## src/rtl/core/psb_pkg.sv

```systemverilog
// ----------------------------------------------------------------------------
// psb_pkg
// Shared constants, register codes and the queue word type of the planar
// sprite blitter.
// ----------------------------------------------------------------------------
package psb_pkg;

    // Parameter defaults
    localparam int SCREEN_W_DEF      = 320;
    localparam int SCREEN_H_DEF      = 200;
    localparam int MAX_ROW_BYTES_DEF = 32;
    localparam int MAX_ROWS_DEF      = 256;
    localparam int QUEUE_DEPTH_DEF   = 4;

    // Pixels per planar byte group
    localparam int PIX    = 8;
    localparam int ADDR_W = 16;

    // Configuration port
    localparam int CFG_IDX_W  = 2;
    localparam int CFG_DATA_W = 8;

    localparam logic [CFG_IDX_W-1:0] REG_CLIP_TOP  = 2'd0;
    localparam logic [CFG_IDX_W-1:0] REG_QUIRK_EN  = 2'd1;

    // Request types
    localparam logic REQ_CMD  = 1'b0;
    localparam logic REQ_DATA = 1'b1;

    // One classified group: base address of pixel 0, per-pixel value,
    // merge flag and write-enable mask (bit i is pixel i from the left).
    typedef struct packed {
        logic [ADDR_W-1:0]       base;
        logic [PIX-1:0][7:0]     vals;
        logic [PIX-1:0]          merge;
        logic [PIX-1:0]          mask;
    } psb_group_t;

endpackage

```

## src/rtl/core/psb_front.sv

```systemverilog
// ----------------------------------------------------------------------------
// psb_front
// Accepts command and data words, tracks the blit position and classifies
// each data group into a word of pixel writes for the queue.
// ----------------------------------------------------------------------------
module psb_front #(
    parameter int SCREEN_W      = psb_pkg::SCREEN_W_DEF,
    parameter int SCREEN_H      = psb_pkg::SCREEN_H_DEF,
    parameter int MAX_ROW_BYTES = psb_pkg::MAX_ROW_BYTES_DEF,
    parameter int MAX_ROWS      = psb_pkg::MAX_ROWS_DEF
) (
    input  logic                              clk,
    input  logic                              rst_n,
    input  logic                              in_valid,
    output logic                              in_ready,
    input  logic                              req_type,
    input  logic signed [10:0]                pos_x,
    input  logic signed [10:0]                pos_y,
    input  logic [5:0]                        width_bytes,
    input  logic [8:0]                        height_rows,
    input  logic                              recolor,
    input  logic [7:0]                        solid_color,
    input  logic [7:0]                        plane3_bits,
    input  logic [7:0]                        plane2_bits,
    input  logic [7:0]                        plane1_bits,
    input  logic [7:0]                        plane0_bits,
    input  logic                              cfg_valid,
    output logic                              cfg_ready,
    input  logic [psb_pkg::CFG_IDX_W-1:0]     cfg_index,
    input  logic [psb_pkg::CFG_DATA_W-1:0]    cfg_data,
    input  logic                              q_full,
    output logic                              q_push,
    output psb_pkg::psb_group_t               q_word
);
    import psb_pkg::*;

    localparam int XW = $clog2(1024 + 8 * MAX_ROW_BYTES) + 1;
    localparam int YW = $clog2(1024 + MAX_ROWS) + 1;
    localparam int CW = $clog2(MAX_ROW_BYTES + 1);
    localparam int RW = $clog2(MAX_ROWS + 1);

    localparam logic signed [XW-1:0] SCR_W_X   = XW'(SCREEN_W);
    localparam logic signed [YW-1:0] SCR_H_Y   = YW'(SCREEN_H);
    localparam logic [ADDR_W-1:0]    ROW_STEP  = ADDR_W'(SCREEN_W);
    localparam logic signed [XW-1:0] BYTE_STEP = XW'(PIX);

    // Configuration
    logic [7:0]              clip_top_reg, clip_top_next;
    logic                    quirk_reg, quirk_next;

    // Blit state
    logic                    active_reg, active_next;
    logic signed [XW-1:0]    org_x_reg, org_x_next;
    logic signed [XW-1:0]    cur_x_reg, cur_x_next;
    logic signed [YW-1:0]    cur_y_reg, cur_y_next;
    logic [ADDR_W-1:0]       row_base_reg, row_base_next;
    logic [CW-1:0]           col_reg, col_next;
    logic [CW-1:0]           row_bytes_reg, row_bytes_next;
    logic [RW-1:0]           row_reg, row_next;
    logic [RW-1:0]           rows_reg, rows_next;
    logic                    recolor_reg, recolor_next;
    logic [7:0]              fill_reg, fill_next;
    logic [1:0]              lead_reg, lead_next;

    logic                    accept;
    logic                    row_ok;
    logic signed [YW-1:0]    clip_y;
    logic [CW-1:0]           w_sat;
    logic [RW-1:0]           h_sat;
    logic [CW-1:0]           col_inc;
    logic [RW-1:0]           row_inc;
    logic [ADDR_W-1:0]       pos_y_16;
    psb_group_t              grp;

    assign in_ready  = !q_full;
    assign cfg_ready = 1'b1;
    assign accept    = in_valid && in_ready;

    assign clip_y  = YW'(clip_top_reg);
    assign row_ok  = (cur_y_reg >= clip_y) && (cur_y_reg < SCR_H_Y);
    assign col_inc = col_reg + CW'(1);
    assign row_inc = row_reg + RW'(1);
    assign pos_y_16 = {{(ADDR_W - 11){pos_y[10]}}, pos_y};

    assign w_sat = ({26'd0, width_bytes} > MAX_ROW_BYTES) ? CW'(MAX_ROW_BYTES)
                                                         : CW'(width_bytes);
    assign h_sat = ({23'd0, height_rows} > MAX_ROWS) ? RW'(MAX_ROWS)
                                                    : RW'(height_rows);

    // Classify the eight pixels of the current group
    always_comb
    begin
        logic signed [XW-1:0] px_x;
        logic [3:0]           color;
        logic                 in_x;
        grp      = '0;
        grp.base = row_base_reg + ADDR_W'(cur_x_reg);
        for (int i = 0; i < PIX; i++)
        begin
            px_x  = cur_x_reg + XW'(i);
            color = {plane3_bits[PIX-1-i], plane2_bits[PIX-1-i],
                     plane1_bits[PIX-1-i], plane0_bits[PIX-1-i]};
            in_x  = !px_x[XW-1] && (px_x < SCR_W_X);
            grp.mask[i]  = row_ok && in_x && (color != 4'd0);
            grp.vals[i]  = recolor_reg ? fill_reg : {4'd0, color};
            grp.merge[i] = !recolor_reg && (col_reg == '0)
                           && (3'(i) < {1'b0, lead_reg}) && !color[0];
        end
    end

    assign q_word = grp;
    assign q_push = accept && (req_type == REQ_DATA) && active_reg && (|grp.mask);

    // Configuration writes
    always_comb
    begin
        clip_top_next = clip_top_reg;
        quirk_next    = quirk_reg;
        if (cfg_valid && cfg_ready)
        begin
            case (cfg_index)
                REG_CLIP_TOP: clip_top_next = cfg_data;
                REG_QUIRK_EN: quirk_next    = cfg_data[0];
                default:      ;
            endcase
        end
    end

    // Blit position tracking
    always_comb
    begin
        active_next    = active_reg;
        org_x_next     = org_x_reg;
        cur_x_next     = cur_x_reg;
        cur_y_next     = cur_y_reg;
        row_base_next  = row_base_reg;
        col_next       = col_reg;
        row_bytes_next = row_bytes_reg;
        row_next       = row_reg;
        rows_next      = rows_reg;
        recolor_next   = recolor_reg;
        fill_next      = fill_reg;
        lead_next      = lead_reg;
        if (accept && (req_type == REQ_CMD))
        begin
            org_x_next     = {{(XW - 11){pos_x[10]}}, pos_x};
            cur_x_next     = {{(XW - 11){pos_x[10]}}, pos_x};
            cur_y_next     = {{(YW - 11){pos_y[10]}}, pos_y};
            row_base_next  = pos_y_16 * ROW_STEP;
            col_next       = '0;
            row_next       = '0;
            row_bytes_next = w_sat;
            rows_next      = h_sat;
            recolor_next   = recolor;
            fill_next      = solid_color;
            lead_next      = (quirk_reg && !pos_x[10] && (pos_x[2:1] == 2'b11))
                             ? (pos_x[0] ? 2'd1 : 2'd2) : 2'd0;
            active_next    = (w_sat != '0) && (h_sat != '0);
        end
        else if (accept && active_reg)
        begin
            if (col_inc >= row_bytes_reg)
            begin
                col_next      = '0;
                cur_x_next    = org_x_reg;
                row_next      = row_inc;
                cur_y_next    = cur_y_reg + YW'(1);
                row_base_next = row_base_reg + ROW_STEP;
                if (row_inc >= rows_reg)
                begin
                    active_next = 1'b0;
                end
            end
            else
            begin
                col_next   = col_inc;
                cur_x_next = cur_x_reg + BYTE_STEP;
            end
        end
    end

    always_ff @(posedge clk or negedge rst_n)
    begin
        if (!rst_n)
        begin
            clip_top_reg  <= '0;
            quirk_reg     <= 1'b0;
            active_reg    <= 1'b0;
            org_x_reg     <= '0;
            cur_x_reg     <= '0;
            cur_y_reg     <= '0;
            row_base_reg  <= '0;
            col_reg       <= '0;
            row_bytes_reg <= '0;
            row_reg       <= '0;
            rows_reg      <= '0;
            recolor_reg   <= 1'b0;
            fill_reg      <= '0;
            lead_reg      <= '0;
        end
        else
        begin
            clip_top_reg  <= clip_top_next;
            quirk_reg     <= quirk_next;
            active_reg    <= active_next;
            org_x_reg     <= org_x_next;
            cur_x_reg     <= cur_x_next;
            cur_y_reg     <= cur_y_next;
            row_base_reg  <= row_base_next;
            col_reg       <= col_next;
            row_bytes_reg <= row_bytes_next;
            row_reg       <= row_next;
            rows_reg      <= rows_next;
            recolor_reg   <= recolor_next;
            fill_reg      <= fill_next;
            lead_reg      <= lead_next;
        end
    end

endmodule

```

## src/rtl/core/psb_queue.sv

```systemverilog
// ----------------------------------------------------------------------------
// psb_queue
// Short first-in first-out queue of classified groups between the front
// and back parts.
// ----------------------------------------------------------------------------
module psb_queue #(
    parameter int DEPTH = psb_pkg::QUEUE_DEPTH_DEF
) (
    input  logic                  clk,
    input  logic                  rst_n,
    input  logic                  push,
    input  psb_pkg::psb_group_t   push_word,
    input  logic                  pop,
    output psb_pkg::psb_group_t   head_word,
    output logic                  empty,
    output logic                  full
);
    import psb_pkg::*;

    localparam int AW  = $clog2(DEPTH);
    localparam int CNW = $clog2(DEPTH + 1);
    localparam logic [AW-1:0] LAST_SLOT = AW'(DEPTH - 1);

    psb_group_t        slots [DEPTH];
    logic [AW-1:0]     wr_ptr_reg, wr_ptr_next;
    logic [AW-1:0]     rd_ptr_reg, rd_ptr_next;
    logic [CNW-1:0]    count_reg, count_next;
    logic              do_push;
    logic              do_pop;

    assign empty     = (count_reg == '0);
    assign full      = (count_reg == CNW'(DEPTH));
    assign do_push   = push && !full;
    assign do_pop    = pop && !empty;
    assign head_word = slots[rd_ptr_reg];

    always_comb
    begin
        wr_ptr_next = wr_ptr_reg;
        rd_ptr_next = rd_ptr_reg;
        count_next  = count_reg;
        if (do_push)
        begin
            wr_ptr_next = (wr_ptr_reg == LAST_SLOT) ? '0 : wr_ptr_reg + AW'(1);
        end
        if (do_pop)
        begin
            rd_ptr_next = (rd_ptr_reg == LAST_SLOT) ? '0 : rd_ptr_reg + AW'(1);
        end
        if (do_push && !do_pop)
        begin
            count_next = count_reg + CNW'(1);
        end
        else if (do_pop && !do_push)
        begin
            count_next = count_reg - CNW'(1);
        end
    end

    always_ff @(posedge clk or negedge rst_n)
    begin
        if (!rst_n)
        begin
            wr_ptr_reg <= '0;
            rd_ptr_reg <= '0;
            count_reg  <= '0;
        end
        else
        begin
            wr_ptr_reg <= wr_ptr_next;
            rd_ptr_reg <= rd_ptr_next;
            count_reg  <= count_next;
        end
    end

    // Storage holds payload only
    always_ff @(posedge clk)
    begin
        if (do_push)
        begin
            slots[wr_ptr_reg] <= push_word;
        end
    end

endmodule

```

## src/rtl/core/psb_back.sv

```systemverilog
// ----------------------------------------------------------------------------
// psb_back
// Takes classified groups from the queue and issues their pixel writes, one
// per cycle unless out_ready stalls, leftmost first, via an output register.
// ----------------------------------------------------------------------------
module psb_back (
    input  logic                        clk,
    input  logic                        rst_n,
    input  logic                        q_empty,
    input  psb_pkg::psb_group_t         q_head,
    output logic                        q_pop,
    output logic                        out_valid,
    input  logic                        out_ready,
    output logic [psb_pkg::ADDR_W-1:0]  pixel_address,
    output logic [7:0]                  pixel_value,
    output logic                        merge_or,
    output logic                        last_of_run
);
    import psb_pkg::*;

    psb_group_t         work_reg, work_next;
    logic               out_valid_reg, out_valid_next;
    logic [ADDR_W-1:0]  addr_reg, addr_next;
    logic [7:0]         value_reg, value_next;
    logic               merge_reg, merge_next;
    logic               last_reg, last_next;

    logic [2:0]         sel;
    logic [PIX-1:0]     rest;
    logic [PIX-1:0]     after_mask;
    logic               out_free;
    logic               emit;

    // Leftmost pending pixel
    always_comb
    begin
        sel = '0;
        for (int i = PIX - 1; i >= 0; i--)
        begin
            if (work_reg.mask[i])
            begin
                sel = 3'(i);
            end
        end
    end

    assign rest       = work_reg.mask & ~(PIX'(1) << sel);
    assign out_free   = !out_valid_reg || out_ready;
    assign emit       = (|work_reg.mask) && out_free;
    assign after_mask = emit ? rest : work_reg.mask;
    assign q_pop      = !q_empty && (after_mask == '0);

    always_comb
    begin
        work_next      = work_reg;
        work_next.mask = after_mask;
        if (q_pop)
        begin
            work_next = q_head;
        end
    end

    always_comb
    begin
        out_valid_next = out_valid_reg;
        addr_next      = addr_reg;
        value_next     = value_reg;
        merge_next     = merge_reg;
        last_next      = last_reg;
        if (emit)
        begin
            out_valid_next = 1'b1;
            addr_next      = work_reg.base + ADDR_W'(sel);
            value_next     = work_reg.vals[sel];
            merge_next     = work_reg.merge[sel];
            last_next      = (rest == '0);
        end
        else if (out_ready)
        begin
            out_valid_next = 1'b0;
        end
    end

    always_ff @(posedge clk or negedge rst_n)
    begin
        if (!rst_n)
        begin
            work_reg      <= '0;
            out_valid_reg <= 1'b0;
        end
        else
        begin
            work_reg      <= work_next;
            out_valid_reg <= out_valid_next;
        end
    end

    always_ff @(posedge clk)
    begin
        addr_reg  <= addr_next;
        value_reg <= value_next;
        merge_reg <= merge_next;
        last_reg  <= last_next;
    end

    assign out_valid     = out_valid_reg;
    assign pixel_address = addr_reg;
    assign pixel_value   = value_reg;
    assign merge_or      = merge_reg;
    assign last_of_run   = last_reg;

endmodule

```

## src/rtl/core/planar_sprite_blitter_core.sv

```systemverilog
// ----------------------------------------------------------------------------
// planar_sprite_blitter_core
// Planar sprite blitter: turns a blit command and planar byte groups into
// clipped framebuffer pixel writes.
// ----------------------------------------------------------------------------
// Usage:
//   Input channel (in_valid/in_ready): a command word (req_type 0) sets origin,
//   size, recolor mode and fill color; data words (req_type 1) then bring the
//   four plane bytes of each 8-pixel group, row-major, MSB leftmost.
//   Config channel (cfg_valid/cfg_ready, cfg_index, cfg_data): index 0 is
//   clip_top, index 1 is the quirk enable; cfg_ready is always high. Write it
//   only while no words are in flight.
//   Output channel (out_valid/out_ready): one pixel write per word, the last
//   write of a data group carries last_of_run.
//   Timing: a data word is classified in the cycle it is accepted and queued;
//   its first pixel write then passes the queue, the back end's work register
//   and the output register. The back end issues one pixel per cycle while
//   out_ready is high, one write per visible opaque pixel of a group (up to 8);
//   a command, an empty or fully clipped group produces nothing.
//   The front takes a word per cycle while the queue has room.
//   Stall: when out_ready is low the output word holds, the back end stops,
//   the queue fills and in_ready drops once it is full.
//   Reset: no blit armed, clip_top 0, quirk off, queue and output empty.
// ----------------------------------------------------------------------------
module planar_sprite_blitter_core #(
    parameter int SCREEN_W      = psb_pkg::SCREEN_W_DEF,
    parameter int SCREEN_H      = psb_pkg::SCREEN_H_DEF,
    parameter int MAX_ROW_BYTES = psb_pkg::MAX_ROW_BYTES_DEF,
    parameter int MAX_ROWS      = psb_pkg::MAX_ROWS_DEF,
    parameter int QUEUE_DEPTH   = psb_pkg::QUEUE_DEPTH_DEF
) (
    input  logic                              clk,
    input  logic                              rst_n,
    // input words
    input  logic                              in_valid,
    output logic                              in_ready,
    input  logic                              req_type,
    input  logic signed [10:0]                pos_x,
    input  logic signed [10:0]                pos_y,
    input  logic [5:0]                        width_bytes,
    input  logic [8:0]                        height_rows,
    input  logic                              recolor,
    input  logic [7:0]                        solid_color,
    input  logic [7:0]                        plane3_bits,
    input  logic [7:0]                        plane2_bits,
    input  logic [7:0]                        plane1_bits,
    input  logic [7:0]                        plane0_bits,
    // configuration
    input  logic                              cfg_valid,
    output logic                              cfg_ready,
    input  logic [psb_pkg::CFG_IDX_W-1:0]     cfg_index,
    input  logic [psb_pkg::CFG_DATA_W-1:0]    cfg_data,
    // pixel writes
    output logic                              out_valid,
    input  logic                              out_ready,
    output logic [psb_pkg::ADDR_W-1:0]        pixel_address,
    output logic [7:0]                        pixel_value,
    output logic                              merge_or,
    output logic                              last_of_run
);
    import psb_pkg::*;

    // Front to queue, queue to back
    logic          q_push;
    psb_group_t    q_word;
    logic          q_full;
    logic          q_empty;
    logic          q_pop;
    psb_group_t    q_head;

    // Front: accept, track position, clip and classify each group
    psb_front #(
        .SCREEN_W      (SCREEN_W),
        .SCREEN_H      (SCREEN_H),
        .MAX_ROW_BYTES (MAX_ROW_BYTES),
        .MAX_ROWS      (MAX_ROWS)
    ) u_front (
        .clk         (clk),
        .rst_n       (rst_n),
        .in_valid    (in_valid),
        .in_ready    (in_ready),
        .req_type    (req_type),
        .pos_x       (pos_x),
        .pos_y       (pos_y),
        .width_bytes (width_bytes),
        .height_rows (height_rows),
        .recolor     (recolor),
        .solid_color (solid_color),
        .plane3_bits (plane3_bits),
        .plane2_bits (plane2_bits),
        .plane1_bits (plane1_bits),
        .plane0_bits (plane0_bits),
        .cfg_valid   (cfg_valid),
        .cfg_ready   (cfg_ready),
        .cfg_index   (cfg_index),
        .cfg_data    (cfg_data),
        .q_full      (q_full),
        .q_push      (q_push),
        .q_word      (q_word)
    );

    // Decouple the two sides; only groups with visible pixels enter
    psb_queue #(
        .DEPTH (QUEUE_DEPTH)
    ) u_queue (
        .clk       (clk),
        .rst_n     (rst_n),
        .push      (q_push),
        .push_word (q_word),
        .pop       (q_pop),
        .head_word (q_head),
        .empty     (q_empty),
        .full      (q_full)
    );

    // Back: serialize each group into pixel writes
    psb_back u_back (
        .clk           (clk),
        .rst_n         (rst_n),
        .q_empty       (q_empty),
        .q_head        (q_head),
        .q_pop         (q_pop),
        .out_valid     (out_valid),
        .out_ready     (out_ready),
        .pixel_address (pixel_address),
        .pixel_value   (pixel_value),
        .merge_or      (merge_or),
        .last_of_run   (last_of_run)
    );

endmodule

```

## config.mk

```make
export PLATFORM = sky130hd
export DESIGN_NAME = planar_sprite_blitter_core
export DESIGN_NICKNAME = d
export VERILOG_FILES = /design/src/rtl/core/psb_pkg.sv /design/src/rtl/core/psb_front.sv /design/src/rtl/core/psb_queue.sv /design/src/rtl/core/psb_back.sv /design/src/rtl/core/planar_sprite_blitter_core.sv
export SDC_FILE = /design/constraint.sdc
export NUM_CORES = 1
export LEC_CHECK = 0
export BUFFER_PORTS_ARGS = -buffer_cell sky130_fd_sc_hd__buf_2
export CORE_MARGIN = 5
export CORE_UTILIZATION = 50
export CTS_CLUSTER_SIZE = 10
export DETAILED_ROUTE_END_ITERATION = 10
export GPL_TIMING_DRIVEN = 0
export PLACE_DENSITY_LB_ADDON = 0.2
export SYNTH_ARGS = -nofsm -noshare
export SYNTH_HDL_FRONTEND = slang
export SYNTH_HIERARCHICAL = 1
export SYNTH_SLANG_ARGS = --single-unit
```

## constraint.sdc

```tcl
create_clock -name clk -period 8.5 [get_ports clk]
set_input_delay 1.7 -clock clk [delete_from_list [all_inputs] [get_ports clk]]
set_output_delay 1.7 -clock clk [all_outputs]
set_load 0.01 [all_outputs]
```

Word level (Yosys, flattened, before mapping)

Memory sizes are Yosys's and may differ from the RTL's.
Index checks and enable logic that the tools add are counted.
Widths: inputs -> output; s select.

Bits in writable memories: 376
Word-level logic and storage cells: 237
Output and inout port bits: 29
Memories: 1
Input bits: 94
Bits in registers: 232

Shifts and indexed selects: 1
Order comparisons: 21
Mux-type cells: 53
$mul: 1
Reduce and logical (&&, ||, !) cells: 101
Equal/unequal tests: 5
Bitwise logic cells: 3
$add $sub $neg: 18

Memories:

| memory        | words | width | read ports | clocked after memory_dff | write ports | RTL line        | source |
|---|---|---|---|---|---|---|---|
| u_queue.slots | 4     | 94    | 1          | 0                        | 1           | psb_queue.sv:24 | `psb_group_t slots [DEPTH];` |

Operators with widths:

| kind                  | number |
|---|---|
| $lt 12x10->1 const B  | 8 |
| $mux 8                | 11 |
| $mux 12               | 6 |
| $logic_and 1x1->1     | 53 |
| $add 12x4->12 const B | 4 |
| $mux 16               | 3 |
| $mux 9                | 4 |
| $reduce_bool 4->1     | 8 |
| $mux 3                | 10 |
| $add 12x2->12 const B | 2 |
| $add 12x3->12 const B | 2 |
| $bmux 8 s3            | 1 |
| $mux 6                | 4 |
| $logic_not 1->1       | 21 |
| $add 16x16->16        | 1 |
| $add 16x3->16         | 1 |
| $add 16x9->16 const B | 1 |
| $logic_not 8->1       | 2 |
| $mul 16x3->10 const B | 1 |
| $reduce_or 8->1       | 2 |
| $add 12x5->12 const B | 1 |
| $ge 12x9->1           | 1 |
| $lt 12x9->1 const B   | 1 |
| $reduce_bool 2->1     | 5 |
| other kinds (31)      | 50 |

Depth between registers and ports, before layout

Gate-level depths: netlist (run 1).

Word-level depth: 18
Depth in mapped cells: 16

Hierarchy

Netlist (run 1), hierarchy kept.

By module, submodules not included:

| module    | times used | cells each | sequential area each (sq um) | area each (sq um) |
|---|---|---|---|---|
| psb_queue | 1          | 539        | 11706.2                      | 14287.5 |
| psb_front | 1          | 894        | 2402.3                       | 7164.4 |
| psb_back  | 1          | 420        | 3208.1                       | 5890.6 |

Least setup slack after synthesis (run 1)

OpenSTA, ideal clock, no wires.

Kind: input to register
Start: input port plane1_bits[2]
End: memory u_queue/slots[0][0] (netlist name), enable pin
Stages on the path: 7
Library setup time: 0.553 ns
Path buffers: 0
Required time: 7.947 ns
Path slack: 1.372 ns
Arrival: 6.575 ns
Cells stage by stage: nor4_1 -> a221o_1 -> a211oi_1 -> o41ai_1 -> a21oi_1 -> nand2_1 -> nor2_1

Word-level cells in the longest chain between the ends: 7

RTL lines:

| what                         | RTL line                         | source |
|---|---|---|
| from (decl)                  | planar_sprite_blitter_core.sv:46 | `input logic [7:0] plane1_bits,` |
| $reduce_bool 4->1            | psb_front.sv:104                 | `grp.mask[i] = row_ok && in_x && (color != 4'd0);` |
| $logic_and 1x1->1            | psb_front.sv:104                 |  |
| $reduce_or 8->1              | psb_front.sv:112                 | `assign q_push = accept && (req_type == REQ_DATA) && active_reg && (\|grp.mask);` |
| $logic_and 1x1->1            | psb_front.sv:112                 |  |
| named net q_push             | planar_sprite_blitter_core.sv:64 | `logic q_push;` |
| $logic_and 1x1->1            | psb_queue.sv:33                  | `assign do_push = push && !full;` |
| $mux 1                       | psb_queue.sv:79                  | `if (do_push)` |
| $mux 1 (implied by the code) | psb_queue.sv:81                  | `slots[wr_ptr_reg] <= push_word;` |
| to (decl)                    | psb_queue.sv:24                  |  |

The timed path passes the listed nets, and every way through them passes these cells.

Worst setup path in the final report (run 1)

Start: register u_front.cur_x_reg[3]
End: memory u_queue/slots[1][37] (netlist name), enable pin

Word-level cells in the longest chain between the ends: 10

RTL lines:

| what                                            | RTL line                         | source |
|---|---|---|
| from (decl)                                     | psb_front.sv:54                  | `logic signed [XW-1:0] cur_x_reg, cur_x_next;` |
| from (signal assigned)                          | psb_front.sv:207                 | `cur_x_reg <= cur_x_next;` |
| $add 12x2->12 (tied with other cells)           | psb_front.sv:100                 | `px_x = cur_x_reg + XW'(i);` |
| $lt 12x10->1 or $logic_not 1->1 (tied branches) | psb_front.sv:103                 | `in_x = !px_x[XW-1] && (px_x < SCR_W_X);` |
| $logic_and 1x1->1                               | psb_front.sv:103                 |  |
| $logic_and 1x1->1 (2 in a row)                  | psb_front.sv:104                 |  |
| $reduce_or 8->1 *                               | psb_front.sv:112                 |  |
| $logic_and 1x1->1 *                             | psb_front.sv:112                 |  |
| named net q_push                                | planar_sprite_blitter_core.sv:64 |  |
| $logic_and 1x1->1 *                             | psb_queue.sv:33                  |  |
| named net u_queue.do_push                       | psb_queue.sv:28                  | `logic do_push;` |
| $mux 1 *                                        | psb_queue.sv:79                  |  |
| $mux 1 (implied by the code) *                  | psb_queue.sv:81                  |  |

The timed path passes the listed nets; every way through them passes the cells marked *.

==> out/metrics.cfg, run 1 <==
[clock_network]
cts_tree = yes
clk_path_buf_depth = 3
cts_num_sinks = 610
cts_resized = 0
path_clk_slew_ps = 50
post-cts-setup-buffers = 0
cts_root_buffer = clkbuf_16
htreeDepth = 3
numCtsBuffers = 73
hold_buffers = 0
clock_latency_ps = 620

[job]
maxCapViolations = 0

[global_route]
grt_first_pass_wirelength_mm = 102
grt_overflow_total = 0
grt_pass1_vias = 16900
grtUsageTotal_pct = 22.5
grt_max_degree = 105
antenna_found_initial = 5

[floorplan]
dieArea_um2 = 59500
rows = 85
fp.coreArea_um2 = 54000
io_pins = 123
die_y_um = 244
initial_core_util_pct = 50.6
die_x_um = 244

[sta]
postLayoutSetupSlackWorst_ps = 3780
worst_pin_slew_ps = 1390
slew_viol_final = 0
relSlewSlack_pct = 7.54
period_share_pct = 55.6
skew_ps = 27.0
rsz0062_at_grt = no
finalHoldViolations = 0
final.min_clock_period_ps = 4720
fmax_mhz = 212
whs_ps = 478
setup_viol = 0

[worst_setup_path]
cp.arrival_ps = 5000
crit_fanout = 46
critPathRequiredTime_ps = 8770
crit_path_cell_trace = ha_1, nand3_1, o21ai_0, o41ai_1, a211oi_1, o41ai_1, a21oi_1, nor2b_2, and2_4, buf_16, buf_16
worst-setup-path-type = flop to flop
worst_setup_path_end_kind = flop
cp_slowest_stage_delay_ps = 710
slowest_stage = o21ai_0
start_kind = flop

[min_path]
hp-class = flop to flop

[place]
io_buffers = 121
pre_cts_ws_ps = 3580
place_hpwl_mm = 46.3
place_congestion = 0.892

[layout]
largest_reg_flops = 384
finalNetCount = 2222
drive_gt1_share_pct = 24.2
fillCellCount = 4217
syn_to_final_growth_pct = 14.9

[routing]
first_iter_violations = 1609
drc_errors = 0
finalWirelength_mm = 66.7
avgViaCountPerCell = 5.87
dr.pass1.iters = 6
via_count = 16600
post_drt_wl_per_cell_um = 23.6
ant_nets = 0

[synth]
syn_inst = 1853
avgSynthCellArea_um2 = 14.8
yosysWarnings = 6
yosysUniqueCellTypes = 90
synth-seq-area-share_pct = 63.3
ys_seq_elements = 610
async_flop_share_pct = 32.8
synth_area_um2 = 27300
synthFlopType = edfxtp_1
synth_edf_count = 410

[power]
p_leak_nw = 11.9
cellPowerDensity_nw_per_um2 = 362
vdd_drop_max_uv = 161
power_mw = 11.4

[run_status]
status = finished, final reports clean

[synthesized netlist by cell type, types with 11 or more instances]
library cell  number  area [um2]
o22ai_1           15        93.8
dfrtp_1          200        5000
buf_2             11        55.1
xor2_1            20         175
nor3_1            23         115
mux4_2            96        2160
nand4_1           15        93.8
inv_1             78         293
buf_4             46         345
and2_1            17         106
a21o_1            19         143
nor2_1            66         248
mux2_4            50         751
edfxtp_1         410       12300
ha_1              60         751
a21oi_1           71         355
nor4_1            16         100
xnor2_1           29         254
nand2_1          145         544
nand3_1           30         150
nand3b_1          14         105
o21ai_0          108         541
clkbuf_1          48         180
a221o_1           14         140
mux2_2            40         450
nand2b_1          11        68.8
[layout make-up]
class / instances / area, um2 / share of cell area (%)
plain buffers: 130 / 916 / 2.91
clock inverters: 10 / 166 / 0.530
multi-input cells: 1037 / 8860 / 28.2
diodes: 4 / 10.0 / 0.0319
inverters: 80 / 300 / 0.956
flip-flops and latches: 610 / 17300 / 55.1
clock buffers: 122 / 2080 / 6.62
well taps: 696 / 871 / 2.77
repair buffers: 133 / 908 / 2.89
[metrics by stage]
step | area [um2] | cells | utilization (%) | TNS [ps]
after floorplan | 27400 | 1857 | - | 0
after global placement | 28800 | 2674 | 53.4 | -271230
after detailed placement | 29200 | 2686 | 54.0 | 0
after CTS | 31400 | 2818 | 58.1 | 0
after global routing | 31400 | 2818 | 58.1 | 0
final | 31400 | 2822 | 58.2 | 0
[critical path: cells and delay by family, from the launching register on]
kind	cells	cell delay, ps
simple gates	3	920
flops	1	520
compound gates	5	1880
buf+inv	2	600
fa+ha+maj	1	400
[routing by layer]
layer | global-route usage (%) | wire length (um)
met1 | 32.5 | 28800
met3 | 4.78 | 5290
met5 | 0 | 35
met2 | 34.1 | 30300
met4 | 8.20 | 2310
[placed cells by master, fill, tap and decap left out, drive strengths merged, types with 10 or more instances in the layout]
master / instances
dfrtp: 200
xor2: 20
o31ai: 11
edfxtp: 410
buf: 212
a221o: 14
o21ai: 110
nand4: 15
mux4: 96
ha: 60
nor2: 66
nand3: 31
a22o: 10
a21o: 19
nand3b: 14
nand2b: 11
and3: 11
and2: 18
xnor2: 29
nand2: 145
o22ai: 15
inv: 80
clkbuf: 172
nor4: 16
mux2: 94
nor4b: 10
a21oi: 72
nor3: 23
[report_power, final]
part / internal (mW) / switching (mW)
Combinational: 1.82 / 2.29
Sequential: 3.93 / 0.455
Clock: 1.71 / 1.18
[logic make-up (layout without fill, tap and decap cells)]
kind of cell               Yosys count  count (layout)  share of synthesized area, %
DFF                                610             610                          63.3
and+or+nand+nor                    398             398                          7.35
AOI/OAI and AO/OA                  328             328                          7.73
buffers and inverters              210             475                          4.45
muxes                              192             192                          12.5
adders and majority gates           64              64                          3.00
xor gates and xnor gates            49              49                          1.57
other                                2              10                        0.0275
[final timing paths]
| kind | startpoint | cells after the start | to | slack, ps |
|---|---|---|---|---|
| max in group asynchronous | rst_n | 2 | u_back/work_reg[40] | 6310 |
| setup / recovery | u_front/cur_x_reg[3] | 11 | u_queue/slots[1][37] | 3780 |
| setup reg to reg | u_front/cur_x_reg[3] | 11 | u_queue/slots[1][37] | 3780 |
| hold reg to reg | u_front/fill_reg[2] | 2 | u_front/fill_reg[2] | 480 |
| hold / removal | u_front/fill_reg[2] | 2 | u_front/fill_reg[2] | 480 |
| min in group asynchronous | rst_n | 1 | u_front/rows_reg[2] | 1150 |
Power figures use the tool's default switching activity.
==> run 2, diff against run 1 <==
- clock period: 8.5 -> 4.6 ns (I/O delays scaled with it)
==> run 2 against run 1 <==
Sequential share of layout area grew 0.27 points. Count of clock-buffer cells in the layout grew 3. Critical path type unchanged. Highest routed layer unchanged. Critical path depth is the same. Die area is the same. Hold slack lost 110 ps. Sequential cell count is the same. Sequential power grew 85%. Combinational power grew 84%. Critical endpoint is now u_queue/slots[3][89]. First-iteration DRC count shrank 13%.
==> out/metrics.cfg, run 2 (synthesized netlist as in run 1, its figures left out) <==
[sta]
final.min_clock_period_ps = 4330  ; was 4720 ps
relSlewSlack_pct = 8.63  ; was 7.54%
worst_pin_slew_ps = 1360  ; was 1390 ps
rsz0062_at_grt = no  ; unchanged
postLayoutSetupSlackWorst_ps = 269  ; was 3780 ps
setup_viol = 0  ; unchanged
fmax_mhz = 231  ; was 212 MHz
finalHoldViolations = 0  ; unchanged
tns_ps = 0  ; unchanged
skew_ps = 19.7  ; was 27.0 ps
period_share_pct = 94.1  ; was 55.6%
slew_viol_final = 0  ; unchanged
whs_ps = 363  ; was 478 ps

[power]
vdd_drop_max_uv = 391  ; was 161 uV
cellPowerDensity_nw_per_um2 = 670  ; was 362 nW/um2
power_mw = 20.9  ; was 11.4 mW
p_leak_nw = 11.9  ; about the same

[worst_setup_path]
critPathRequiredTime_ps = 4850  ; was 8770 ps
worst-setup-path-type = flop to flop  ; unchanged
start_kind = flop  ; unchanged
cp.arrival_ps = 4580  ; was 5000 ps
crit_fanout = 52  ; was 46
worst_setup_path_end_kind = flop  ; unchanged

[clock_network]
cts_num_sinks = 610  ; unchanged
cts_tree = yes  ; unchanged
clock_latency_ps = 600  ; was 620 ps
post-cts-setup-buffers = 0  ; unchanged
htreeDepth = 3  ; unchanged
clk_path_buf_depth = 3  ; unchanged
hold_buffers = 0  ; unchanged
cts_root_buffer = clkbuf_16  ; unchanged
path_clk_slew_ps = 60  ; was 50 ps
numCtsBuffers = 72  ; was 73

[layout]
utilization_pct = 57.9  ; was 58.2%
largest_reg_flops = 384  ; unchanged
finalNetCount = 2218  ; was 2,222
antennaDiodeCount = 0  ; was 4
instances_no_fill = 2814  ; was 2,822
syn_to_final_growth_pct = 14.4  ; was 14.9%
final_area_um2 = 31300  ; was 31,400 um2
final_cell_mix = edfxtp_1, dfrtp_1, nand2_1  ; unchanged
drive_gt1_share_pct = 23.8  ; was 24.2%
final_common_cell = edfxtp_1  ; unchanged

[routing]
via_count = 16600  ; about the same
dr.pass1.iters = 5  ; was 6
drc_errors = 0  ; unchanged
first_iter_violations = 1394  ; was 1,609
avgViaCountPerCell = 5.90  ; was 5.87
post_drt_wl_per_cell_um = 23.6  ; about the same
finalWirelength_mm = 66.5  ; was 66.7 mm
ant_nets = 0  ; unchanged

[place]
dp_cells = 2682  ; was 2,686
pre_cts_ws_ps = -371  ; was 3580 ps
placed_area_um2 = 29100  ; was 29,200 um2
io_buffers = 121  ; unchanged
place_hpwl_mm = 45.6  ; was 46.3 mm
place_congestion = 0.900  ; was 0.892

[global_route]
grtUsageTotal_pct = 22.5  ; about the same
grt_first_pass_wirelength_mm = 102  ; about the same
grt_overflow_total = 0  ; unchanged
grt_max_degree = 102  ; was 105
antenna_found_initial = 6  ; was 5
grt_pass1_vias = 16900  ; about the same

[min_path]
hp-class = primary input to asynchronous set/reset pin  ; was flop to flop

[floorplan]
dieArea_um2 = 59500  ; unchanged
fp.coreArea_um2 = 54000  ; unchanged
rows = 85  ; unchanged
io_pins = 123  ; unchanged
die_y_um = 244  ; unchanged
die_x_um = 244  ; unchanged
initial_core_util_pct = 50.6  ; unchanged

[job]
maxCapViolations = 0  ; unchanged

[run_status]
status = finished, final reports clean  ; unchanged

-- run 2: final cells by class --
type / instances / area [um2]
clock inverter: 6 / 113
clock buffer: 125 / 2070
fill: 4235 / 22800
inverter: 80 / 300
sequential: 610 / 17300
multi-input combinational: 1038 / 8870
tap: 696 / 871
timing repair buffer: 129 / 806
buffer: 130 / 916
-- run 2: critical path: stages, from the launching register on --
cell and delay [ps]:
dfrtp_1 480, ha_1 370, nand3_2 190, nor2_1 140, a221oi_2 380, a41oi_1 180
a211o_1 280, a311o_1 360, a21oi_2 240, nor2b_4 260, and2_4 670, buf_16 360
-- run 2: path summary, 6_finish.rpt --
| path | from | to | slack (ps) | depth (start not counted) |
|---|---|---|---|---|
| worst max register to register | u_front/cur_x_reg[3] | u_queue/slots[3][89] | 270 | 11 |
| min in group clk | u_front/fill_reg[6] | u_front/fill_reg[6] | 470 | 2 |
| max in group asynchronous | rst_n | u_back/work_reg[40] | 3180 | 2 |
| worst min register to register | u_front/fill_reg[6] | u_front/fill_reg[6] | 470 | 2 |
| worst max-delay path | u_front/cur_x_reg[3] | u_queue/slots[3][89] | 270 | 11 |
| worst min-delay path | rst_n | u_front/rows_reg[2] | 360 | 1 |
-- run 2: power by group --
group          internal, mW  total, mW  switching [mW]
clock network          3.13       5.28            2.15
registers              7.26       8.09           0.830
logic                  3.36       7.57            4.22
total                  13.7       20.9            7.20
-- run 2: what timing repair did --
item | 4_1_cts | 5_1_grt
cloned | 1 | 0
endpoints found under the setup margin | 363 | 179
gates resized for setup | 3 | 2
endpoints found under the hold margin | 0 | 0
pin swaps | 1 | 3
-- run 2: layer usage --
layer	vias to the layer above	global-route usage (%)	wire length (um)
met3	105	5.30	5150
met5	-	0	48
met2	619	34.0	30300
li1	7456	-	-
met4	8	7.65	2080
met1	8404	32.4	28900
